[src/hw/rtl/pidct_pkg.sv]
// Package: types, register codes and helpers for the PID block.
`timescale 1ns / 1ps

package pidct_pkg;

  localparam int unsigned GAIN_W    = 18;
  localparam int unsigned PLIM_W    = 23;
  localparam int unsigned ILIM_W    = 31;
  localparam int unsigned DLIM_W    = 24;
  localparam int unsigned CFG_IDX_W = 3;
  localparam int unsigned CFG_DAT_W = 31;
  localparam int unsigned TERM_W    = 32;
  localparam int unsigned INTEG_W   = 32;
  localparam int unsigned WIDE_W    = 34;

  localparam logic [CFG_IDX_W-1:0] REG_KP_GAIN        = 3'd0;
  localparam logic [CFG_IDX_W-1:0] REG_KI_GAIN        = 3'd1;
  localparam logic [CFG_IDX_W-1:0] REG_KD_GAIN        = 3'd2;
  localparam logic [CFG_IDX_W-1:0] REG_P_ERROR_LIMIT  = 3'd3;
  localparam logic [CFG_IDX_W-1:0] REG_INTEGRAL_LIMIT = 3'd4;
  localparam logic [CFG_IDX_W-1:0] REG_D_DIFF_LIMIT   = 3'd5;

  // common width for clamps and the final sum
  typedef logic signed [WIDE_W-1:0] wide_t;
  typedef logic signed [TERM_W-1:0] term_t;

  localparam wide_t S32_MAX_W = 34'sd2147483647;
  localparam wide_t S32_MIN_W = -34'sd2147483648;

  // symmetric clamp to +/- lim (lim is non-negative)
  function automatic wide_t clamp_sym(input wide_t x, input wide_t lim);
    wide_t r;
    if (x > lim) begin
      r = lim;
    end else if (x < -lim) begin
      r = -lim;
    end else begin
      r = x;
    end
    return r;
  endfunction

  function automatic term_t sat32(input wide_t x);
    wide_t r;
    if (x > S32_MAX_W) begin
      r = S32_MAX_W;
    end else if (x < S32_MIN_W) begin
      r = S32_MIN_W;
    end else begin
      r = x;
    end
    return r[TERM_W-1:0];
  endfunction

endpackage

[src/hw/rtl/pidct_in_if.sv]
// Input channel: action and error sample with valid/ready.
`timescale 1ns / 1ps

interface pidct_in_if #(
  parameter int unsigned ERROR_WIDTH = 24
);
  logic                          valid;
  logic                          ready;
  logic                          action;
  logic signed [ERROR_WIDTH-1:0] error_value;

  modport source (output valid, action, error_value, input ready);
  modport sink   (input valid, action, error_value, output ready);
  modport monitor (input valid, ready, action, error_value);
endinterface

[src/hw/rtl/pidct_out_if.sv]
// Output channel: command and the three terms with valid/ready.
`timescale 1ns / 1ps

interface pidct_out_if;
  logic                 valid;
  logic                 ready;
  pidct_pkg::term_t     command;
  pidct_pkg::term_t     p_term;
  pidct_pkg::term_t     i_term;
  pidct_pkg::term_t     d_term;

  modport source (output valid, command, p_term, i_term, d_term, input ready);
  modport sink   (input valid, command, p_term, i_term, d_term, output ready);
  modport monitor (input valid, ready, command, p_term, i_term, d_term);
endinterface

[src/hw/rtl/pidct_term.sv]
// One PID term: clamped value times gain, floor shift, saturate to 32 bits.
`timescale 1ns / 1ps

module pidct_term #(
  parameter int unsigned W              = 24,
  parameter int unsigned GAIN_FRAC_BITS = 12
) (
  input  logic signed [W-1:0]                value_i,
  input  logic [pidct_pkg::GAIN_W-1:0]       gain_i,
  output pidct_pkg::term_t                   term_o
);

  localparam int unsigned PW = W + pidct_pkg::GAIN_W + 1;

  localparam logic signed [63:0] MAX_V = 64'sd2147483647;
  localparam logic signed [63:0] MIN_V = -64'sd2147483648;

  logic signed [PW-1:0] val_ext;
  logic signed [PW-1:0] gain_ext;
  logic signed [PW-1:0] prod;
  logic signed [PW-1:0] shr;
  logic signed [63:0]   shr_wide;

  assign val_ext  = PW'(value_i);
  assign gain_ext = PW'($signed({1'b0, gain_i}));
  assign prod     = val_ext * gain_ext;
  // arithmetic shift gives floor toward minus infinity
  assign shr      = prod >>> GAIN_FRAC_BITS;
  assign shr_wide = 64'(shr);

  always_comb begin
    if (shr_wide > MAX_V) begin
      term_o = MAX_V[31:0];
    end else if (shr_wide < MIN_V) begin
      term_o = MIN_V[31:0];
    end else begin
      term_o = shr_wide[31:0];
    end
  end

endmodule

[src/hw/rtl/pid_with_clamped_terms.sv]
// Top level: PID corrector with clamped P, I and D terms and anti-windup.
//
//   channel  dir  beat contents                          handshake
//   in_i     in   action, error_value (Q8.16 signed)     valid/ready
//   out_o    out  command, p_term, i_term, d_term        valid/ready
//   cfg      in   cfg_idx_i, cfg_wdata_i                 cfg_we_i, no wait
//
// One beat per cycle sustained while the output is not stalled. A beat is
// held in the input register, then the clamps, the three multipliers and
// the saturated sum settle into the output register that offers the result.
// The integral and previous-error registers update as the beat leaves the
// input register. A reset-action beat updates state and emits nothing.
// Reset clears gains, limits, integral and previous error. A stalled output
// holds the input register; reset-action beats still pass a stalled output.
`timescale 1ns / 1ps

module pid_with_clamped_terms #(
  parameter int unsigned ERROR_WIDTH    = 24,
  parameter int unsigned GAIN_FRAC_BITS = 12
) (
  input  logic                                clk_i,
  input  logic                                rst_ni,
  pidct_in_if.sink                            in_i,
  pidct_out_if.source                         out_o,
  input  logic                                cfg_we_i,
  input  logic [pidct_pkg::CFG_IDX_W-1:0]     cfg_idx_i,
  input  logic [pidct_pkg::CFG_DAT_W-1:0]     cfg_wdata_i
);

  localparam int unsigned EW = ERROR_WIDTH;

  // configuration registers
  logic [pidct_pkg::GAIN_W-1:0] kp_q, ki_q, kd_q;
  logic [pidct_pkg::PLIM_W-1:0] plim_q;
  logic [pidct_pkg::ILIM_W-1:0] ilim_q;
  logic [pidct_pkg::DLIM_W-1:0] dlim_q;

  always_ff @(posedge clk_i or negedge rst_ni) begin
    if (!rst_ni) begin
      kp_q   <= '0;
      ki_q   <= '0;
      kd_q   <= '0;
      plim_q <= '0;
      ilim_q <= '0;
      dlim_q <= '0;
    end else if (cfg_we_i) begin
      case (cfg_idx_i)
        pidct_pkg::REG_KP_GAIN:        kp_q   <= cfg_wdata_i[pidct_pkg::GAIN_W-1:0];
        pidct_pkg::REG_KI_GAIN:        ki_q   <= cfg_wdata_i[pidct_pkg::GAIN_W-1:0];
        pidct_pkg::REG_KD_GAIN:        kd_q   <= cfg_wdata_i[pidct_pkg::GAIN_W-1:0];
        pidct_pkg::REG_P_ERROR_LIMIT:  plim_q <= cfg_wdata_i[pidct_pkg::PLIM_W-1:0];
        pidct_pkg::REG_INTEGRAL_LIMIT: ilim_q <= cfg_wdata_i[pidct_pkg::ILIM_W-1:0];
        pidct_pkg::REG_D_DIFF_LIMIT:   dlim_q <= cfg_wdata_i[pidct_pkg::DLIM_W-1:0];
        default: ;  // unmapped index: ignored
      endcase
    end
  end

  // input register
  logic                 in_vld_q, in_vld_d;
  logic                 in_act_q;
  logic signed [EW-1:0] in_err_q;
  logic                 advance;
  logic                 in_fire;

  // output register
  logic             out_vld_q, out_vld_d;
  pidct_pkg::term_t cmd_q, pt_q, it_q, dt_q;

  // controller state
  logic signed [pidct_pkg::INTEG_W-1:0] integ_q, integ_d;
  logic signed [EW-1:0]                 prev_q, prev_d;

  // reset-action beats never need the output register
  assign advance     = in_vld_q && (in_act_q || !out_vld_q || out_o.ready);
  assign in_i.ready  = !in_vld_q || advance;
  assign in_fire     = in_i.valid && in_i.ready;

  always_comb begin
    in_vld_d = in_vld_q;
    if (in_fire) begin
      in_vld_d = 1'b1;
    end else if (advance) begin
      in_vld_d = 1'b0;
    end
  end

  always_ff @(posedge clk_i or negedge rst_ni) begin
    if (!rst_ni) begin
      in_vld_q <= 1'b0;
    end else begin
      in_vld_q <= in_vld_d;
    end
  end

  always_ff @(posedge clk_i) begin
    if (in_fire) begin
      in_act_q <= in_i.action;
      in_err_q <= in_i.error_value;
    end
  end

  // clamps, all in the common wide format
  pidct_pkg::wide_t e_w, p_c, i_sum, i_c, d_diff, d_c, sum_w;
  logic signed [EW-1:0] p_val;
  logic signed [EW:0]   d_val;
  pidct_pkg::term_t     pt, it, dt, cmd;

  assign e_w    = pidct_pkg::wide_t'(in_err_q);
  assign p_c    = pidct_pkg::clamp_sym(e_w, pidct_pkg::wide_t'(plim_q));
  assign i_sum  = pidct_pkg::wide_t'(integ_q) + e_w;
  assign i_c    = pidct_pkg::clamp_sym(i_sum, pidct_pkg::wide_t'(ilim_q));
  assign d_diff = e_w - pidct_pkg::wide_t'(prev_q);
  assign d_c    = pidct_pkg::clamp_sym(d_diff, pidct_pkg::wide_t'(dlim_q));

  // clamped magnitudes never exceed the unclamped ones
  assign p_val = p_c[EW-1:0];
  assign d_val = d_c[EW:0];

  pidct_term #(.W(EW), .GAIN_FRAC_BITS(GAIN_FRAC_BITS)) u_p_term (
    .value_i (p_val),
    .gain_i  (kp_q),
    .term_o  (pt)
  );

  pidct_term #(.W(pidct_pkg::INTEG_W), .GAIN_FRAC_BITS(GAIN_FRAC_BITS)) u_i_term (
    .value_i (i_c[pidct_pkg::INTEG_W-1:0]),
    .gain_i  (ki_q),
    .term_o  (it)
  );

  pidct_term #(.W(EW + 1), .GAIN_FRAC_BITS(GAIN_FRAC_BITS)) u_d_term (
    .value_i (d_val),
    .gain_i  (kd_q),
    .term_o  (dt)
  );

  assign sum_w = pidct_pkg::wide_t'(pt) + pidct_pkg::wide_t'(it) + pidct_pkg::wide_t'(dt);
  assign cmd   = pidct_pkg::sat32(sum_w);

  // state update as the beat leaves the input register
  always_comb begin
    integ_d = integ_q;
    prev_d  = prev_q;
    if (advance) begin
      prev_d = in_err_q;
      if (in_act_q) begin
        integ_d = '0;
      end else begin
        integ_d = i_c[pidct_pkg::INTEG_W-1:0];
      end
    end
  end

  always_ff @(posedge clk_i or negedge rst_ni) begin
    if (!rst_ni) begin
      integ_q <= '0;
      prev_q  <= '0;
    end else begin
      integ_q <= integ_d;
      prev_q  <= prev_d;
    end
  end

  always_comb begin
    out_vld_d = out_vld_q;
    if (advance && !in_act_q) begin
      out_vld_d = 1'b1;
    end else if (out_o.ready) begin
      out_vld_d = 1'b0;
    end
  end

  always_ff @(posedge clk_i or negedge rst_ni) begin
    if (!rst_ni) begin
      out_vld_q <= 1'b0;
    end else begin
      out_vld_q <= out_vld_d;
    end
  end

  always_ff @(posedge clk_i) begin
    if (advance && !in_act_q) begin
      cmd_q <= cmd;
      pt_q  <= pt;
      it_q  <= it;
      dt_q  <= dt;
    end
  end

  assign out_o.valid   = out_vld_q;
  assign out_o.command = cmd_q;
  assign out_o.p_term  = pt_q;
  assign out_o.i_term  = it_q;
  assign out_o.d_term  = dt_q;

endmodule

[src/flat_wrapper.sv]
// flat-port wrapper written by rule: the top's interface ports become plain ports
module pid_with_clamped_terms_flat 
#(
  parameter int unsigned ERROR_WIDTH    = 24,
  parameter int unsigned GAIN_FRAC_BITS = 12
)
  (clk_i, rst_ni, cfg_we_i, cfg_idx_i, cfg_wdata_i, in_i_valid, in_i_action, in_i_error_value, in_i_ready, out_o_valid, out_o_command, out_o_p_term, out_o_i_term, out_o_d_term, out_o_ready);
  pidct_in_if #(.ERROR_WIDTH(ERROR_WIDTH)) in_i_i ();
  pidct_out_if out_o_i ();
  input  logic clk_i;
  input  logic rst_ni;
  input  logic cfg_we_i;
  input  logic [pidct_pkg::CFG_IDX_W-1:0] cfg_idx_i;
  input  logic [pidct_pkg::CFG_DAT_W-1:0] cfg_wdata_i;
  input wire logic [$bits(in_i_i.valid)-1:0] in_i_valid;
  input wire logic [$bits(in_i_i.action)-1:0] in_i_action;
  input wire logic [$bits(in_i_i.error_value)-1:0] in_i_error_value;
  output wire logic [$bits(in_i_i.ready)-1:0] in_i_ready;
  output wire logic [$bits(out_o_i.valid)-1:0] out_o_valid;
  output wire logic [$bits(out_o_i.command)-1:0] out_o_command;
  output wire logic [$bits(out_o_i.p_term)-1:0] out_o_p_term;
  output wire logic [$bits(out_o_i.i_term)-1:0] out_o_i_term;
  output wire logic [$bits(out_o_i.d_term)-1:0] out_o_d_term;
  input wire logic [$bits(out_o_i.ready)-1:0] out_o_ready;
  assign in_i_i.valid = in_i_valid;
  assign in_i_i.action = in_i_action;
  assign in_i_i.error_value = in_i_error_value;
  assign in_i_ready = in_i_i.ready;
  assign out_o_valid = out_o_i.valid;
  assign out_o_command = out_o_i.command;
  assign out_o_p_term = out_o_i.p_term;
  assign out_o_i_term = out_o_i.i_term;
  assign out_o_d_term = out_o_i.d_term;
  assign out_o_i.ready = out_o_ready;
  pid_with_clamped_terms #(.ERROR_WIDTH(ERROR_WIDTH), .GAIN_FRAC_BITS(GAIN_FRAC_BITS)) u_core (.clk_i(clk_i), .rst_ni(rst_ni), .in_i(in_i_i), .out_o(out_o_i), .cfg_we_i(cfg_we_i), .cfg_idx_i(cfg_idx_i), .cfg_wdata_i(cfg_wdata_i));
endmodule
[config.mk]
export PLATFORM = sky130hd
export DESIGN_NAME = pid_with_clamped_terms_flat
export DESIGN_NICKNAME = d
export VERILOG_FILES = /design/src/hw/rtl/pidct_pkg.sv /design/src/hw/rtl/pidct_in_if.sv /design/src/hw/rtl/pidct_out_if.sv /design/src/hw/rtl/pidct_term.sv /design/src/hw/rtl/pid_with_clamped_terms.sv /design/src/flat_wrapper.sv
export SDC_FILE = /design/constraint.sdc
export NUM_CORES = 2
export LEC_CHECK = 0
export BUFFER_PORTS_ARGS = -buffer_cell sky130_fd_sc_hd__buf_4
export CAP_MARGIN = 20
export CORE_ASPECT_RATIO = 1.4
export CORE_UTILIZATION = 45
export DETAILED_ROUTE_END_ITERATION = 12
export GPL_ROUTABILITY_DRIVEN = 0
export PLACE_DENSITY = 0.74
export SLEW_MARGIN = 20
export SYNTH_ARGS = -nofsm -noshare
export SYNTH_HDL_FRONTEND = slang
export SYNTH_SLANG_ARGS = --single-unit
export TNS_END_PERCENT = 1
[constraint.sdc]
create_clock -name clk_i -period 15.34 [get_ports clk_i]
set_clock_uncertainty 0.1 [all_clocks]
set_input_delay 0.767 -clock clk_i [delete_from_list [all_inputs] [get_ports clk_i]]
set_output_delay 0.767 -clock clk_i [all_outputs]
set_load 0.03 [all_outputs]
==> impl_metrics.ini <==
[finish]
drive_gt1_frac = 0.186
syn_to_final_growth_pct = 19.0
multi_input_area_um2 = 59400
fin_cells = 11700
nets = 11500
seq_area_um2 = 9360
design_area_um2 = 90800
num-fill-cells = 14400

[routing]
vias_per_cell = 5.38
ant_nets = 0
vias = 62700
wl_um = 237000
wl_per_cell_um = 20.3
drtPass1Iterations = 8
first_iter_violations = 4107
drc = 0

[setup_path]
critPathLaunchType = flop
cp_num_buf_inv = 9
critPathKind = flop to flop
r2r-end = u_core.out_o.command[22]
cp_max_fo = 15
end_kind = flop
cp.required_ps = 15630
worstRegToRegCells = 71
ff2ff_setup_slack_ps = -860
reg2reg_from = u_core.in_err_q[0]
critPathMaxStageDelay_ps = 600
slowest_stage = fa_1
crit_arrival_ps = 16500
cpMostUsedCell = fa_1
cpLargestDelayFamily = compound AO/OA/AOI/OAI gates

[yosys]
syn_nets = 10400
ys_async_sr_fraction = 0.554
synth_cell_types = 90
synth_top_cells_by_count = 1,953 x inv_1, 1,463 x fa_1, 807 x nand2_1, 714 x and2_1, 606 x ha_1
synth_top_area_share = 0.384
syn-cell-area_um2 = 76300
avgSynthCellArea_um2 = 9.19
synth_area_leaders = fa_1 38%, ha_1 9.9%, inv_1 9.6%
synth_ff_type = dfrtp_1
synth.most_common_cell = inv_1
ys_seq_elements = 343
ys_seq_area_frac = 0.122
synth_largest_area_cell = fa_1
synth_cells = 8304
yosys_warnings = 0
synth_edf_count = 153

[placement]
numPortBuffers = 193
dp_cells = 11500
place.detailed.hpwl_um = 197000
dpl_cell_area_um2 = 88500
post-place-ws_ps = -1610

[die]
core.rowCount = 178
die_area_um2 = 171000
initial_core_util = 0.454
die_h_um = 489
ios = 194
die_w_um = 350
core_area_um2 = 168000

[global_route]
antenna_found_initial = 26
grt_pass1_vias = 69100
grt_util_all_layers = 0.285
overflow = 0
grt_max_degree = 112
grt_pass1_wl_um = 375000

[clock_tree]
clk_latency_ps = 680
root_buffer = clkbuf_16
cts.path.max_buffers = 3
cts_tree = built
cts_max_level = 2
path_clk_slew_ps = 70
cts_buffers = 40
cts.sinks = 343
hold_buffers = 0

[sta]
maxSlewHeadroom = 0.202
fin_setup_tns_ps = -25740
min_period_over_period = 1.06
setup_viol = 32
worst_slew_pin_slew_ps = 1200
rsz0062_at_grt = true
slew_viol_final = 0
fmax_ghz = 0.0617
hold_viol = 0
fin_ws_ps = -865
period_minus_slack_ps = 16200

[flow_run]
cap_violations = 0

[status]
violations = setup timing
outcome = complete, but fails checks

[min_path]
min_path_type = primary input to async pin
## per-stage QoR
stage | utilization | hold WS, ps
floorplan | - | 356
global placement | 0.526 | 373
detailed placement | 0.526 | 387
CTS | 0.537 | 149
global route | 0.540 | 159
finish | 0.540 | 143
## registers in the layout, summed over array words and instances (netlist names)
name	count
u_core.integ_q	32
u_core.out_o.command	32
u_core.out_o.d_term	32
u_core.out_o.i_term	32
u_core.out_o.p_term	32
u_core.ilim_q	31
u_core.dlim_q	24
u_core.in_err_q	24
u_core.prev_q	24
u_core.plim_q	23
u_core.kd_q	18
u_core.ki_q	18
u_core.kp_q	18
u_core.in_act_q	1
u_core.in_vld_q	1
u_core.out_o.valid	1
## how the worst max path moves through the flow
stage                            start                       end  slack (ps)  cells after the start
finish              u_core.in_err_q[0]  u_core.out_o.command[22]        -860                     71
global route        u_core.in_err_q[0]  u_core.out_o.command[22]       -1500                     72
CTS                 u_core.in_err_q[0]  u_core.out_o.command[15]        -750                     74
detailed placement  u_core.in_err_q[0]  u_core.out_o.command[15]       -1610                     72
global placement    u_core.in_err_q[0]  u_core.out_o.command[15]       -1340                     72
floorplan             u_core.plim_q[2]  u_core.out_o.command[21]           2                     66
## repair_timing
item                       CTS  global route
cloned                       3             0
pin swaps                   54            44
setup buffers               18            11
setup endpoints to repair   32            32
gates resized for setup     80            68
## final cells by class
class                           instances  area share
Antenna cell                           10    0.000276
Tap cell                             2250      0.0310
Clock inverter                         27     0.00393
Inverter                             1954      0.0808
Clock buffer                           45      0.0116
Sequential cell                       343       0.103
Timing Repair Buffer                 1339       0.115
Multi-Input combinational cell       5688       0.654
## placed cells by master, fill, tap and decap left out, types with 26 or more instances in the layout
cell type and instances:
ha_1 599, nand4_1 72, fa_1 1454, nand3_1 76
o21ai_0 198, dfrtp_1 185, nand2b_1 78, nor2_1 165
buf_12 28, mux2_2 123, nor3_1 46, o21ai_1 30
inv_1 1951, edfxtp_1 153, nor2b_1 110, nand2_1 802
xor2_1 66, buf_4 1299, and2_1 713, xnor2_1 190
o21a_1 48, a22o_1 26, o21bai_1 31, a21oi_1 248
a21o_1 149, or3_1 28, a31oi_1 26, a21oi_2 35
clkbuf_16 41
## layer usage
layer	share of wire	up-vias	global-route usage
met5	0.00088	-	0
met4	0.078	32	0.192
met3	0.084	975	0.0712
met2	0.49	2576	0.488
met1	0.35	31500	0.310
li1	-	27600	-
## logic make-up (layout without fill, tap and decap cells)
family | count (synthesis) | in the layout | synth area share
AOI/OAI and AO/OA | 994 | 995 | 0.0829
xor gates and xnor gates | 265 | 265 | 0.0304
adders and majority gates | 2069 | 2069 | 0.483
buffers and inverters | 2274 | 3365 | 0.112
DFF | 343 | 343 | 0.122
muxes | 131 | 131 | 0.0192
other | 0 | 10 | 0
and+or+nand+nor | 2228 | 2228 | 0.150
Power is left out: the tool's default activity adds up to more than one toggle a clock period on the data nets, which glitch-free logic cannot reach.
